==> src/rtl/tnst_pkg.sv <==
// tnst_pkg: shared constants, types and helpers for the top-n sorted tracker
// used by tnst_cell and top_n_sorted_tracker; depends on nothing
package tnst_pkg;

  localparam int CELLS = 16;
  localparam int CNT_W = $clog2(CELLS + 1);

  typedef enum logic [1:0] {
    CMD_INSERT = 2'd0,
    CMD_DUMP   = 2'd1,
    CMD_CLEAR  = 2'd2
  } cmd_e;

  // per-cell control, decoded in the top level from fill and kept counts
  typedef struct packed {
    logic ins;    // insert request this cycle
    logic rot;    // rotate chain toward cell 0 (dump step)
    logic occ;    // cell index below fill count
    logic cap;    // cell index below effective kept count
    logic at_n;   // cell index equals fill count
    logic first;  // head of chain
    logic tail;   // cell index equals fill count minus one
  } cell_ctrl_t;

  function automatic logic [CNT_W-1:0] eff_keep(logic [4:0] k);
    int v;
    v = int'(k);
    if (v < 1) v = 1;
    if (v > CELLS) v = CELLS;
    return CNT_W'(v);
  endfunction

endpackage

==> src/rtl/tnst_cell.sv <==
// tnst_cell: one compare-and-shift cell holding a score and an id
// depends on tnst_pkg
module tnst_cell
  import tnst_pkg::*;
(
  input  logic               clk_i,
  input  cell_ctrl_t         ctrl_i,
  input  logic signed [31:0] new_score_i,
  input  logic        [15:0] new_id_i,
  input  logic               hit_left_i,
  input  logic signed [31:0] left_score_i,
  input  logic        [15:0] left_id_i,
  input  logic signed [31:0] right_score_i,
  input  logic        [15:0] right_id_i,
  input  logic signed [31:0] head_score_i,
  input  logic        [15:0] head_id_i,
  output logic               hit_o,
  output logic signed [31:0] score_o,
  output logic        [15:0] id_o
);

  logic signed [31:0] score_q, score_d;
  logic        [15:0] id_q, id_d;
  logic               shift, take_new;

  assign hit_o   = ctrl_i.occ && (new_score_i <= score_q);
  assign score_o = score_q;
  assign id_o    = id_q;

  // left neighbor already claimed the new entry: take its old contents
  assign shift    = !ctrl_i.first && hit_left_i && (ctrl_i.occ || ctrl_i.at_n);
  assign take_new = !(!ctrl_i.first && hit_left_i) && (hit_o || ctrl_i.at_n);

  always_comb begin
    score_d = score_q;
    id_d    = id_q;
    if (ctrl_i.ins && ctrl_i.cap) begin
      if (shift) begin
        score_d = left_score_i;
        id_d    = left_id_i;
      end else if (take_new) begin
        score_d = new_score_i;
        id_d    = new_id_i;
      end
    end else if (ctrl_i.rot && ctrl_i.occ) begin
      if (ctrl_i.tail) begin
        score_d = head_score_i;
        id_d    = head_id_i;
      end else begin
        score_d = right_score_i;
        id_d    = right_id_i;
      end
    end
  end

  always_ff @(posedge clk_i) begin
    score_q <= score_d;
    id_q    <= id_d;
  end

endmodule

==> src/rtl/top_n_sorted_tracker.sv <==
// top_n_sorted_tracker: keeps the best (lowest) scored results in rank order
// built from a chain of tnst_cell instances; depends on tnst_pkg
//
// usage:
//   s_axis: one request per item. tuser carries cmd (insert, dump, clear),
//   tdata carries new_score and new_id. insert and clear requests keep
//   s_axis_tready high, so such requests are accepted back to back.
//   a dump request walks the list out on m_axis, one entry per cycle at
//   best: the chain rotates toward cell 0 once per entry and cell 0 feeds
//   the output register. a dump of n entries holds s_axis_tready low
//   until its last entry is loaded; after n rotations the list is back in
//   its original order. the request sets ST_DUMP, which then loads the first result.
//   m_axis: tdata holds rank, out_score, out_id; tlast marks the final entry.
//   a stalled receiver holds the output register and freezes the dump walk.
//   cfg: write of keep_count, always ready; a lower value drops the worst
//   stored entries at once. write it only while the block is idle; the
//   block itself does not enforce this. reset: list empty, keep_count 16,
//   cells not cleared; only entries below the fill count are ever read.

module top_n_sorted_tracker
  import tnst_pkg::*;
(
  input  logic        clk_i,
  input  logic        rst_ni,
  input  logic        s_axis_tvalid,
  output logic        s_axis_tready,
  input  logic [47:0] s_axis_tdata,   // new_score[31:0], new_id[47:32]
  input  logic [1:0]  s_axis_tuser,   // cmd[1:0]
  output logic        m_axis_tvalid,
  input  logic        m_axis_tready,
  output logic [55:0] m_axis_tdata,   // rank[3:0], out_score[35:4], out_id[51:36], zero pad
  output logic        m_axis_tlast,
  input  logic        cfg_valid_i,
  output logic        cfg_ready_o,
  input  logic [4:0]  cfg_data_i
);

  typedef enum logic {
    ST_IDLE,
    ST_DUMP
  } state_e;

  state_e             state_q;
  logic [4:0]         keep_q;
  logic [CNT_W-1:0]   fill_q, fill_d;
  logic [CNT_W-1:0]   cnt_q;
  logic [CNT_W-1:0]   keff, keff_new;

  logic               out_valid_q;
  logic [3:0]         out_rank_q;
  logic signed [31:0] out_score_q;
  logic [15:0]        out_id_q;
  logic               out_last_q;

  logic               in_acc, cfg_acc, ins, step, dump_last;
  logic signed [31:0] new_score;
  logic [15:0]        new_id;

  cell_ctrl_t         ctrl  [CELLS];
  logic               hit   [CELLS];
  logic signed [31:0] c_score [CELLS];
  logic [15:0]        c_id  [CELLS];

  assign new_score = s_axis_tdata[31:0];
  assign new_id    = s_axis_tdata[47:32];

  assign s_axis_tready = (state_q == ST_IDLE);
  assign in_acc        = s_axis_tvalid && s_axis_tready;
  assign cfg_ready_o   = 1'b1;
  assign cfg_acc       = cfg_valid_i;

  assign keff     = eff_keep(keep_q);
  assign keff_new = eff_keep(cfg_data_i);

  assign ins = in_acc && (s_axis_tuser == CMD_INSERT);

  // dump step: move one entry into the output register when it is free
  assign step      = (state_q == ST_DUMP) && (!out_valid_q || m_axis_tready);
  assign dump_last = (CNT_W'(cnt_q + 1'b1) == fill_q);

  // per-cell control from its index against fill and kept counts
  for (genvar i = 0; i < CELLS; i++) begin : g_cell
    assign ctrl[i].ins   = ins;
    assign ctrl[i].rot   = step;
    assign ctrl[i].occ   = (CNT_W'(i) < fill_q);
    assign ctrl[i].cap   = (CNT_W'(i) < keff);
    assign ctrl[i].at_n  = (CNT_W'(i) == fill_q);
    assign ctrl[i].first = (i == 0);
    assign ctrl[i].tail  = (CNT_W'(i + 1) == fill_q);

    tnst_cell u_cell (
      .clk_i         (clk_i),
      .ctrl_i        (ctrl[i]),
      .new_score_i   (new_score),
      .new_id_i      (new_id),
      .hit_left_i    ((i == 0) ? 1'b0 : hit[(i == 0) ? 0 : i - 1]),
      .left_score_i  (c_score[(i == 0) ? 0 : i - 1]),
      .left_id_i     (c_id[(i == 0) ? 0 : i - 1]),
      .right_score_i (c_score[(i == CELLS - 1) ? i : i + 1]),
      .right_id_i    (c_id[(i == CELLS - 1) ? i : i + 1]),
      .head_score_i  (c_score[0]),
      .head_id_i     (c_id[0]),
      .hit_o         (hit[i]),
      .score_o       (c_score[i]),
      .id_o          (c_id[i])
    );
  end

  // fill count: insert grows until full, clear empties, config truncates
  always_comb begin
    fill_d = fill_q;
    if (cfg_acc) begin
      if (fill_q > keff_new) fill_d = keff_new;
    end else if (in_acc) begin
      case (s_axis_tuser)
        CMD_INSERT: if (fill_q < keff) fill_d = CNT_W'(fill_q + 1'b1);
        CMD_CLEAR:  fill_d = '0;
        default:    fill_d = fill_q;
      endcase
    end
  end

  always_ff @(posedge clk_i or negedge rst_ni) begin
    if (!rst_ni) begin
      state_q     <= ST_IDLE;
      keep_q      <= 5'd16;
      fill_q      <= '0;
      cnt_q       <= '0;
      out_valid_q <= 1'b0;
    end else begin
      fill_q <= fill_d;
      if (cfg_acc) keep_q <= cfg_data_i;
      // a new entry loads the output register, otherwise a taken one frees it
      if (step) begin
        out_valid_q <= 1'b1;
      end else if (m_axis_tready) begin
        out_valid_q <= 1'b0;
      end
      case (state_q)
        ST_IDLE: begin
          if (in_acc && (s_axis_tuser == CMD_DUMP) && (fill_q != '0)) begin
            state_q <= ST_DUMP;
            cnt_q   <= '0;
          end
        end
        ST_DUMP: begin
          if (step) begin
            cnt_q <= CNT_W'(cnt_q + 1'b1);
            if (dump_last) state_q <= ST_IDLE;
          end
        end
        default: state_q <= ST_IDLE;
      endcase
    end
  end

  // output payload, no reset needed
  always_ff @(posedge clk_i) begin
    if (step) begin
      out_rank_q  <= 4'(cnt_q);
      out_score_q <= c_score[0];
      out_id_q    <= c_id[0];
      out_last_q  <= dump_last;
    end
  end

  assign m_axis_tvalid = out_valid_q;
  assign m_axis_tlast  = out_last_q;
  assign m_axis_tdata  = {4'd0, out_id_q, out_score_q, out_rank_q};

  // list never holds more than the effective kept count
  a_fill_bound: assert property (@(posedge clk_i) disable iff (!rst_ni)
    fill_q <= keff)
    else $error("fill count above kept count");

  // no new request taken while a dump walks the chain
  a_dump_block: assert property (@(posedge clk_i) disable iff (!rst_ni)
    (state_q == ST_DUMP) |-> !s_axis_tready)
    else $error("request accepted during dump");

  // insert into a list with room grows it by one
  a_ins_grow: assert property (@(posedge clk_i) disable iff (!rst_ni)
    (ins && !cfg_acc && (fill_q < keff)) |=> (fill_q == CNT_W'($past(fill_q) + 1'b1)))
    else $error("insert did not grow list");

  // a dump step never overwrites an untaken result
  a_no_overrun: assert property (@(posedge clk_i) disable iff (!rst_ni)
    (out_valid_q && !m_axis_tready) |=> ($stable(out_score_q) && $stable(out_rank_q)))
    else $error("pending result overwritten");

endmodule

==> config.mk <==
export PLATFORM = sky130hd
export DESIGN_NAME = top_n_sorted_tracker
export DESIGN_NICKNAME = d
export VERILOG_FILES = /design/src/rtl/tnst_pkg.sv /design/src/rtl/tnst_cell.sv /design/src/rtl/top_n_sorted_tracker.sv
export SDC_FILE = /design/constraint.sdc
export NUM_CORES = 2
export LEC_CHECK = 0
export ABC_AREA = 1
export BUFFER_PORTS_ARGS = -buffer_cell sky130_fd_sc_hd__buf_2
export CAP_MARGIN = 15
export CORE_MARGIN = 8
export CORE_UTILIZATION = 25
export DETAILED_ROUTE_END_ITERATION = 10
export PLACE_DENSITY = 0.38
export SYNTH_ARGS = -nofsm -noshare
export SYNTH_HDL_FRONTEND = slang
export SYNTH_SLANG_ARGS = --single-unit
==> constraint.sdc <==
create_clock -name clk_i -period 5.4 [get_ports clk_i]
set_input_delay 0.54 -clock clk_i [delete_from_list [all_inputs] [get_ports clk_i]]
set_output_delay 0.54 -clock clk_i [all_outputs]
set_load 0.005 [all_outputs]
* Yosys cells after proc, flatten, opt, wreduce, memory -nomap -nowiden *
Index checks and enable logic that the tools add are counted.

word-level totals
  memories kept = 0
  memory bits (read-only) = 0
  latch bits = 0
  bits in registers = 838
  input port bits = 60
  logic and storage cells = 486
  bits in writable memories = 0
  output and inout bits = 60

operators by class
  order comparisons = 54
  divide/modulo/power cells = 0
  shift operators = 0
  bitwise gates (word level) = 1
  add/subtract/negate cells = 2
  reduce and logical (&&, ||, !) cells = 172
  multipliers = 0
  equality and inequality tests = 40
  muxes and demuxes = 176

operators by type and width
  operator                                                        number
  two-way mux 32 bit                                              79
  two-way mux 16 bit                                              79
  <= comparator 32 bit                                            16
  logical AND 1 bit                                               83
  less-than comparator 4 x 5 -> 1 bit, first input constant       16
  greater-than comparator 32 x 6 -> 1 bit, second input constant  2
  two-way mux 5 bit                                               10
  != test 3 x 1 -> 1 bit, second input constant                   15
  equality test 4 x 5 -> 1 bit, first input constant              8
  less-than comparator 3 x 5 -> 1 bit, first input constant       8
  nonzero test 2 bit                                              19
  logical OR 1 bit                                                32
  AND reduction 2 bit                                             15
  equality test 3 x 5 -> 1 bit, first input constant              4
  less-than comparator 1 x 5 -> 1 bit, first input constant       4
  less-than comparator 2 x 5 -> 1 bit, first input constant       4
  case mux 5 bit (2 select lines)                                 2
  logical NOT 1 bit                                               16
  adder 5 x 1 -> 5 bit, second input constant                     2
  equality test 2 x 5 -> 1 bit, first input constant              2
  less-than comparator 5 x 1 -> 1 bit, second input constant      2
  != test 2 x 1 -> 1 bit, second input constant                   4
  AND reduction 3 bit                                             2
  equality test 1 x 5 -> 1 bit, first input constant              1
  16 further kinds                                                20

* Longest topological paths before layout *
  depth after elaboration = 9
  depth in mapped cells = 24
  mapped depth without buffers = 21

* Cells and area by module *
Synthesis repeated with hierarchy kept, for this count alone.

second synthesis, totals
  cell total of the unflattened synthesis = 8,050
  area, all modules = 63,075.5 um^2

modules (own cells, without submodules)
  module                cells an instance  area each (um^2)  times used  sequential area each (um^2)
  tnst_cell             483                3,738.6           16          1,441.4
  top_n_sorted_tracker  322                3,258.1           1           2,018.2

* Worst setup path after synthesis *
Ideal clock, no wire load.

  path type = input port to flip-flop
  start point = in s_axis_tdata[0]
  end point = reg g_cell[8].u_cell.id_q[0], enable pin
  setup slack = -1.087 ns
  required time = 4.873 ns
  arrival = 5.960 ns
  path buffers = 2
  setup time = 0.527 ns
  stages on the path = 18
  cell sequence = inv_1 clkbuf_1 ha_1 o21bai_1 nand2_1 nand2_1 nand2_1 nand2_1 nand2_1 nand2_1 nand2_1 nand3_1 nand3_1 nand2_1 buf_4 nand2_1 nand2_1 a21boi_0

between the ends
  longest elaborated chain between the ends = 6
  elaborated cells on any way between the ends = 10
  classes of those cells = order compare: 2; eq/ne: 1; reduce/logical: 7

ends and longest elaborated chain
  what                                                   RTL line                    text
  start: declaration                                     top_n_sorted_tracker.sv:27  input logic [47:0] s_axis_tdata,
  <= comparator 32 bit                                   tnst_cell.sv:26             assign hit_o = ctrl_i.occ && (new_score_i <= score_q);
  logical AND 1 bit                                      tnst_cell.sv:26
  logical NOT 1 bit or logical OR 1 bit (tied branches)  tnst_cell.sv:32             assign take_new = !(!ctrl_i.first && hit_left_i) && (hit_o || ctrl_i.at_n);
  logical AND 1 bit                                      tnst_cell.sv:32
  != test 3 x 1 -> 1 bit (no source line) (*)            --
  AND reduction 2 bit (no source line) (*)               --
  end signal: assignment                                 tnst_cell.sv:58             id_q <= id_d;
  end: declaration                                       tnst_cell.sv:23             logic [15:0] id_q, id_d;

Mark *: on every way between the ends. The rest lies on a longest branch, timed or not.
A chain may end at the register's enable or synchronous reset.

* Worst setup path after layout *
  start point = reg g_cell[0].u_cell.score_q[31]
  end point = reg g_cell[1].u_cell.id_q[12] (data pin)

between the ends
  longest elaborated chain between the ends = 5

ends and longest elaborated chain
  what                           RTL line         text
  start: declaration             tnst_cell.sv:22  logic signed [31:0] score_q, score_d;
  start signal: assignment       tnst_cell.sv:57  score_q <= score_d;
  <= comparator 32 bit           tnst_cell.sv:26
  logical AND 1 bit              tnst_cell.sv:26
  logical AND 1 bit              tnst_cell.sv:31  assign shift = !ctrl_i.first && hit_left_i && (ctrl_i.occ || ctrl_i.at_n);
  two-way mux 16 bit             tnst_cell.sv:38  if (shift) begin
  two-way mux 16 bit             tnst_cell.sv:37  if (ctrl_i.ins && ctrl_i.cap) begin
  via g_cell[1].u_cell.id_d[12]  tnst_cell.sv:23
  end signal: assignment         tnst_cell.sv:58
  end: declaration               tnst_cell.sv:23

The timed path passes the listed nets, and every way through them passes these cells.

==> impl_metrics.yaml <==
yosys:
  async_flop_share_pct: 2.03
  synth_edf_count: 821
  synth_top_area_cell: "edfxtp_1"
  synth_top_flop_cell: "edfxtp_1"
  synth_warnings: 0
  syn_inst: 9010
  ys_seq_area_share_pct: 38.3
  ys_ff_latch: 838
  synth_area_per_cell_sq_um: 7.27
  synth_common_cells: "nand2_1 (3189), inv_1 (853), edfxtp_1 (821)"
  netlist-cell-type-count: 49
  synth_area_sq_um: 65500
  synthTopCellsByArea: "edfxtp_1 (38%), nand2_1 (18%), ha_1 (10%)"
  yosys.cell_count.top_type: "nand2_1"
  synth_top_area_share_pct: 37.7
pwr:
  p_seq_share_pct: 30.1
  p_sw_mw: 20.6
  p_int_mw: 19.9
  ir_drop_uv: 472
  clkPwrFrac_pct: 19.2
  power_frac_comb_pct: 50.7
  power.density_nw_per_um2: 549
  leakage_nw: 34.1
  swShare_pct: 50.9
sta:
  period_needed_ns: 4.72
  max_freq_mhz: 212
  setup_tns_ns: 0
  fin_hold_ws_ns: 0.0749
  finalSetupViolCount: 0
  fin_worst_skew_ns: 0.0442
  worstMarginPinSlew_ns: 1.18
  rsz0062_at_grt: "false"
  drv_slew: 0
  maxSlewHeadroom_pct: 21.6
  min_period_over_period_pct: 87.4
  hold_viol_final: 0
detailed_routing:
  drtIter0Drc: 6634
  post-route-drc-count: 0
  routedWlPerCell_um: 27.8
  drt-total-wl_um: 346000
  vias: 65100
  ant_nets: 0
  avgViaCountPerCell: 5.22
  drtPass1Iterations: 7
clocking:
  cts_tree: "built"
  clkSinkCount: 838
  postCtsSetupRepairBufs: 0
  cts_buffers: 120
  cts_root_buf: "clkbuf_16"
  cts.htree.levels: 3
  clock_insertion_delay_worst_skew_ns: 0.82
  clk_pin_slew_ns: 0.06
  clock_path_buffers: 3
finish:
  drive_above_1_share_pct: 7.22
  layout.nets: 9434
  areaGrowthSynthToFinish_pct: 12.8
  design_area_sq_um: 73900
  fin_cells: 12500
global_route:
  antenna_found_initial: 12
  busiest_layer: "met2"
  grt_pass1_vias: 63400
  use_met3_pct: 3.77
  grt_pass1_wl_um: 483000
  gr-total-overflow: 0
  use_met1_pct: 32.2
  grt_max_degree: 97
  gr-usage-met2_pct: 37.4
  grt_usage_pct: 23.8
setup_path:
  cp_common_cell: "nand2_1"
  crit_arrival_ns: 5.26
  cp-start-kind: "flop"
  end_kind: "flop"
  r2r_start: "g_cell[0].u_cell.score_o[31]$_DFFE_PP_"
  slowest_delay_ns: 0.79
  r2r-end: "g_cell[1].u_cell.id_o[12]$_DFFE_PP_"
  critical-path-slowest-cell: "buf_4"
  worstSetupPathType: "reg2reg"
  reg2reg_slack_ns: 0.68
  reg2reg_depth: 12
  required_ns: 5.94
  path_cells: "inv_1, ha_1, nand2_1, nor2_1, nand2_1, nor4_2, nand4_1, nand2_2, buf_4, nand3_1, nand3_1, nand2_1"
  path_max_fanout: 48
min_path:
  hp-start: "cfg_data_i[4]"
  whs_path_depth: 3
  hold_class: "in2reg"
  hold_end: "keep_q[4]$_DFFE_PN1P_"
die:
  dieHeight_um: 528
  start_util_pct: 25.1
  core_area_sq_um: 261000
  ios: 120
  die_w_um: 528
  dieArea_sq_um: 279000
  fp-row-count: 188
placement:
  dp.cells: 12200
  placed_area_sq_um: 70100
  dp_hpwl_um: 234000
  io_buffers: 114
  gp_congestion: 0.912
job:
  drv_cap: 0
outcome:
  outcome: "complete, no violations"
==> logic make-up after synthesis <==
group / after synthesis / share of synthesized area (%)
flops: 838 / 38.3
buf+inv: 1515 / 9.41
other cells: 2 / 0.0115
compound gates: 1548 / 12.9
simple gates: 4577 / 29.2
xor+xnor: 5 / 0.0669
fa+ha+maj: 525 / 10.0
==> flip-flops by register name (all words and copies together) (netlist names) <==
register               cells
m_axis_tvalid              1
g_cell.u_cell.score_o    512
out_score_q               32
out_rank_q                 4
g_cell.u_cell.id_o       256
keep_q                     5
m_axis_tlast               1
fill_q                     5
cnt_q                      5
state_q                    1
out_id_q                  16
==> worst max-delay path by stage <==
stage	start	end	slack (ns)	cells after the start
after floorplan	s_axis_tdata[0]	g_cell[1].u_cell.id_o[0]$_DFFE_PP_	0.005	17
after global placement	s_axis_tdata[31]	g_cell[3].u_cell.score_o[31]$_DFFE_PP_	-0.08	16
after detailed placement	s_axis_tdata[31]	g_cell[8].u_cell.score_o[14]$_DFFE_PP_	0.55	14
after CTS	g_cell[0].u_cell.score_o[31]$_DFFE_PP_	g_cell[1].u_cell.id_o[11]$_DFFE_PP_	0.79	12
after global routing	g_cell[0].u_cell.score_o[31]$_DFFE_PP_	g_cell[1].u_cell.id_o[13]$_DFFE_PP_	0.68	12
final	g_cell[0].u_cell.score_o[31]$_DFFE_PP_	g_cell[1].u_cell.id_o[12]$_DFFE_PP_	0.68	12
==> worst max-delay path, delay by kind of cell, from the launching register on <==
| kind | cells | cell delay [ns] |
|---|---|---|
| AND/OR/NAND/NOR | 9 | 1.95 |
| buffers and inverters | 2 | 1.19 |
| flip-flops | 1 | 0.59 |
| adder cells (fa/ha/maj) | 1 | 0.54 |
==> stage by stage <==
step | utilization [%] | setup WS (ns) | power [mW]
CTS | 28.3 | 0.794 | 40.4
detailed placement | 26.8 | 0.551 | 32.5
global placement | 26.8 | -0.0842 | 32.4
floorplan | - | 0.00544 | 23.1
finish | 28.3 | 0.680 | 40.5
global route | 28.3 | 0.679 | 42.7
==> layout make-up <==
cell class | instances | area (sq um)
clock buffers | 157 | 3180
diodes | 8 | 20.0
well taps | 3515 | 4400
multi-input cells | 6660 | 34700
clock inverters | 60 | 445
fillers | 28600 | 187000
flip-flops and latches | 838 | 25100
repair buffers | 344 | 2690
inverters | 885 | 3330
==> power groups by stage <==
stage          logic [mW]  registers [mW]  clock network (mW)
6_report             20.6            12.2                7.78
5_1_grt              22.1            12.4                8.15
4_1_cts              20.2            12.2                7.98
3_5_place_dp         20.1            12.3                   0
3_3_place_gp         20.1            12.3                   0
2_1_floorplan        11.5            11.6                   0
==> cells in the final DEF (no fill, tap or decap), types with 9 or more instances in the layout <==
cell and n:
nand2_1 3170, inv_1 847, edfxtp_1 821, o21ai_0 784, ha_1 525, nand3_1 509, nor2_1 411, nand4_1 364
a21oi_1 323, buf_4 194, o211ai_1 172, o21ai_1 130, clkbuf_16 121, buf_2 114, o22ai_1 51, clkbuf_1 34
inv_2 33, buf_12 30, clkinv_1 29, o21a_1 28, o21bai_1 24, clkinv_2 19, nor2_2 17, nand2_2 16
dfrtp_1 16, nand2_4 15, nor4_2 14, nor3_1 13, nand3b_1 13, nand3_2 11, nor2_4 10, nand3_4 9
a21o_1 9
==> per-layer routing <==
| layer | vias to the layer above | part of all wire, % |
|---|---|---|
| li1 | 29900 | - |
| met1 | 31800 | 44 |
| met2 | 2752 | 43 |
| met3 | 608 | 7.1 |
| met4 | 0 | 5.3 |
| met5 | - | 0 |
==> repair_timing <==
| action | 4_1_cts | 5_1_grt |
|---|---|---|
| resized for setup | 0 | 0 |
| endpoints found under the hold margin | 22 | 0 |
| hold buffers | 6 | 0 |
Note: power is estimated with default switching activity, not from simulation.
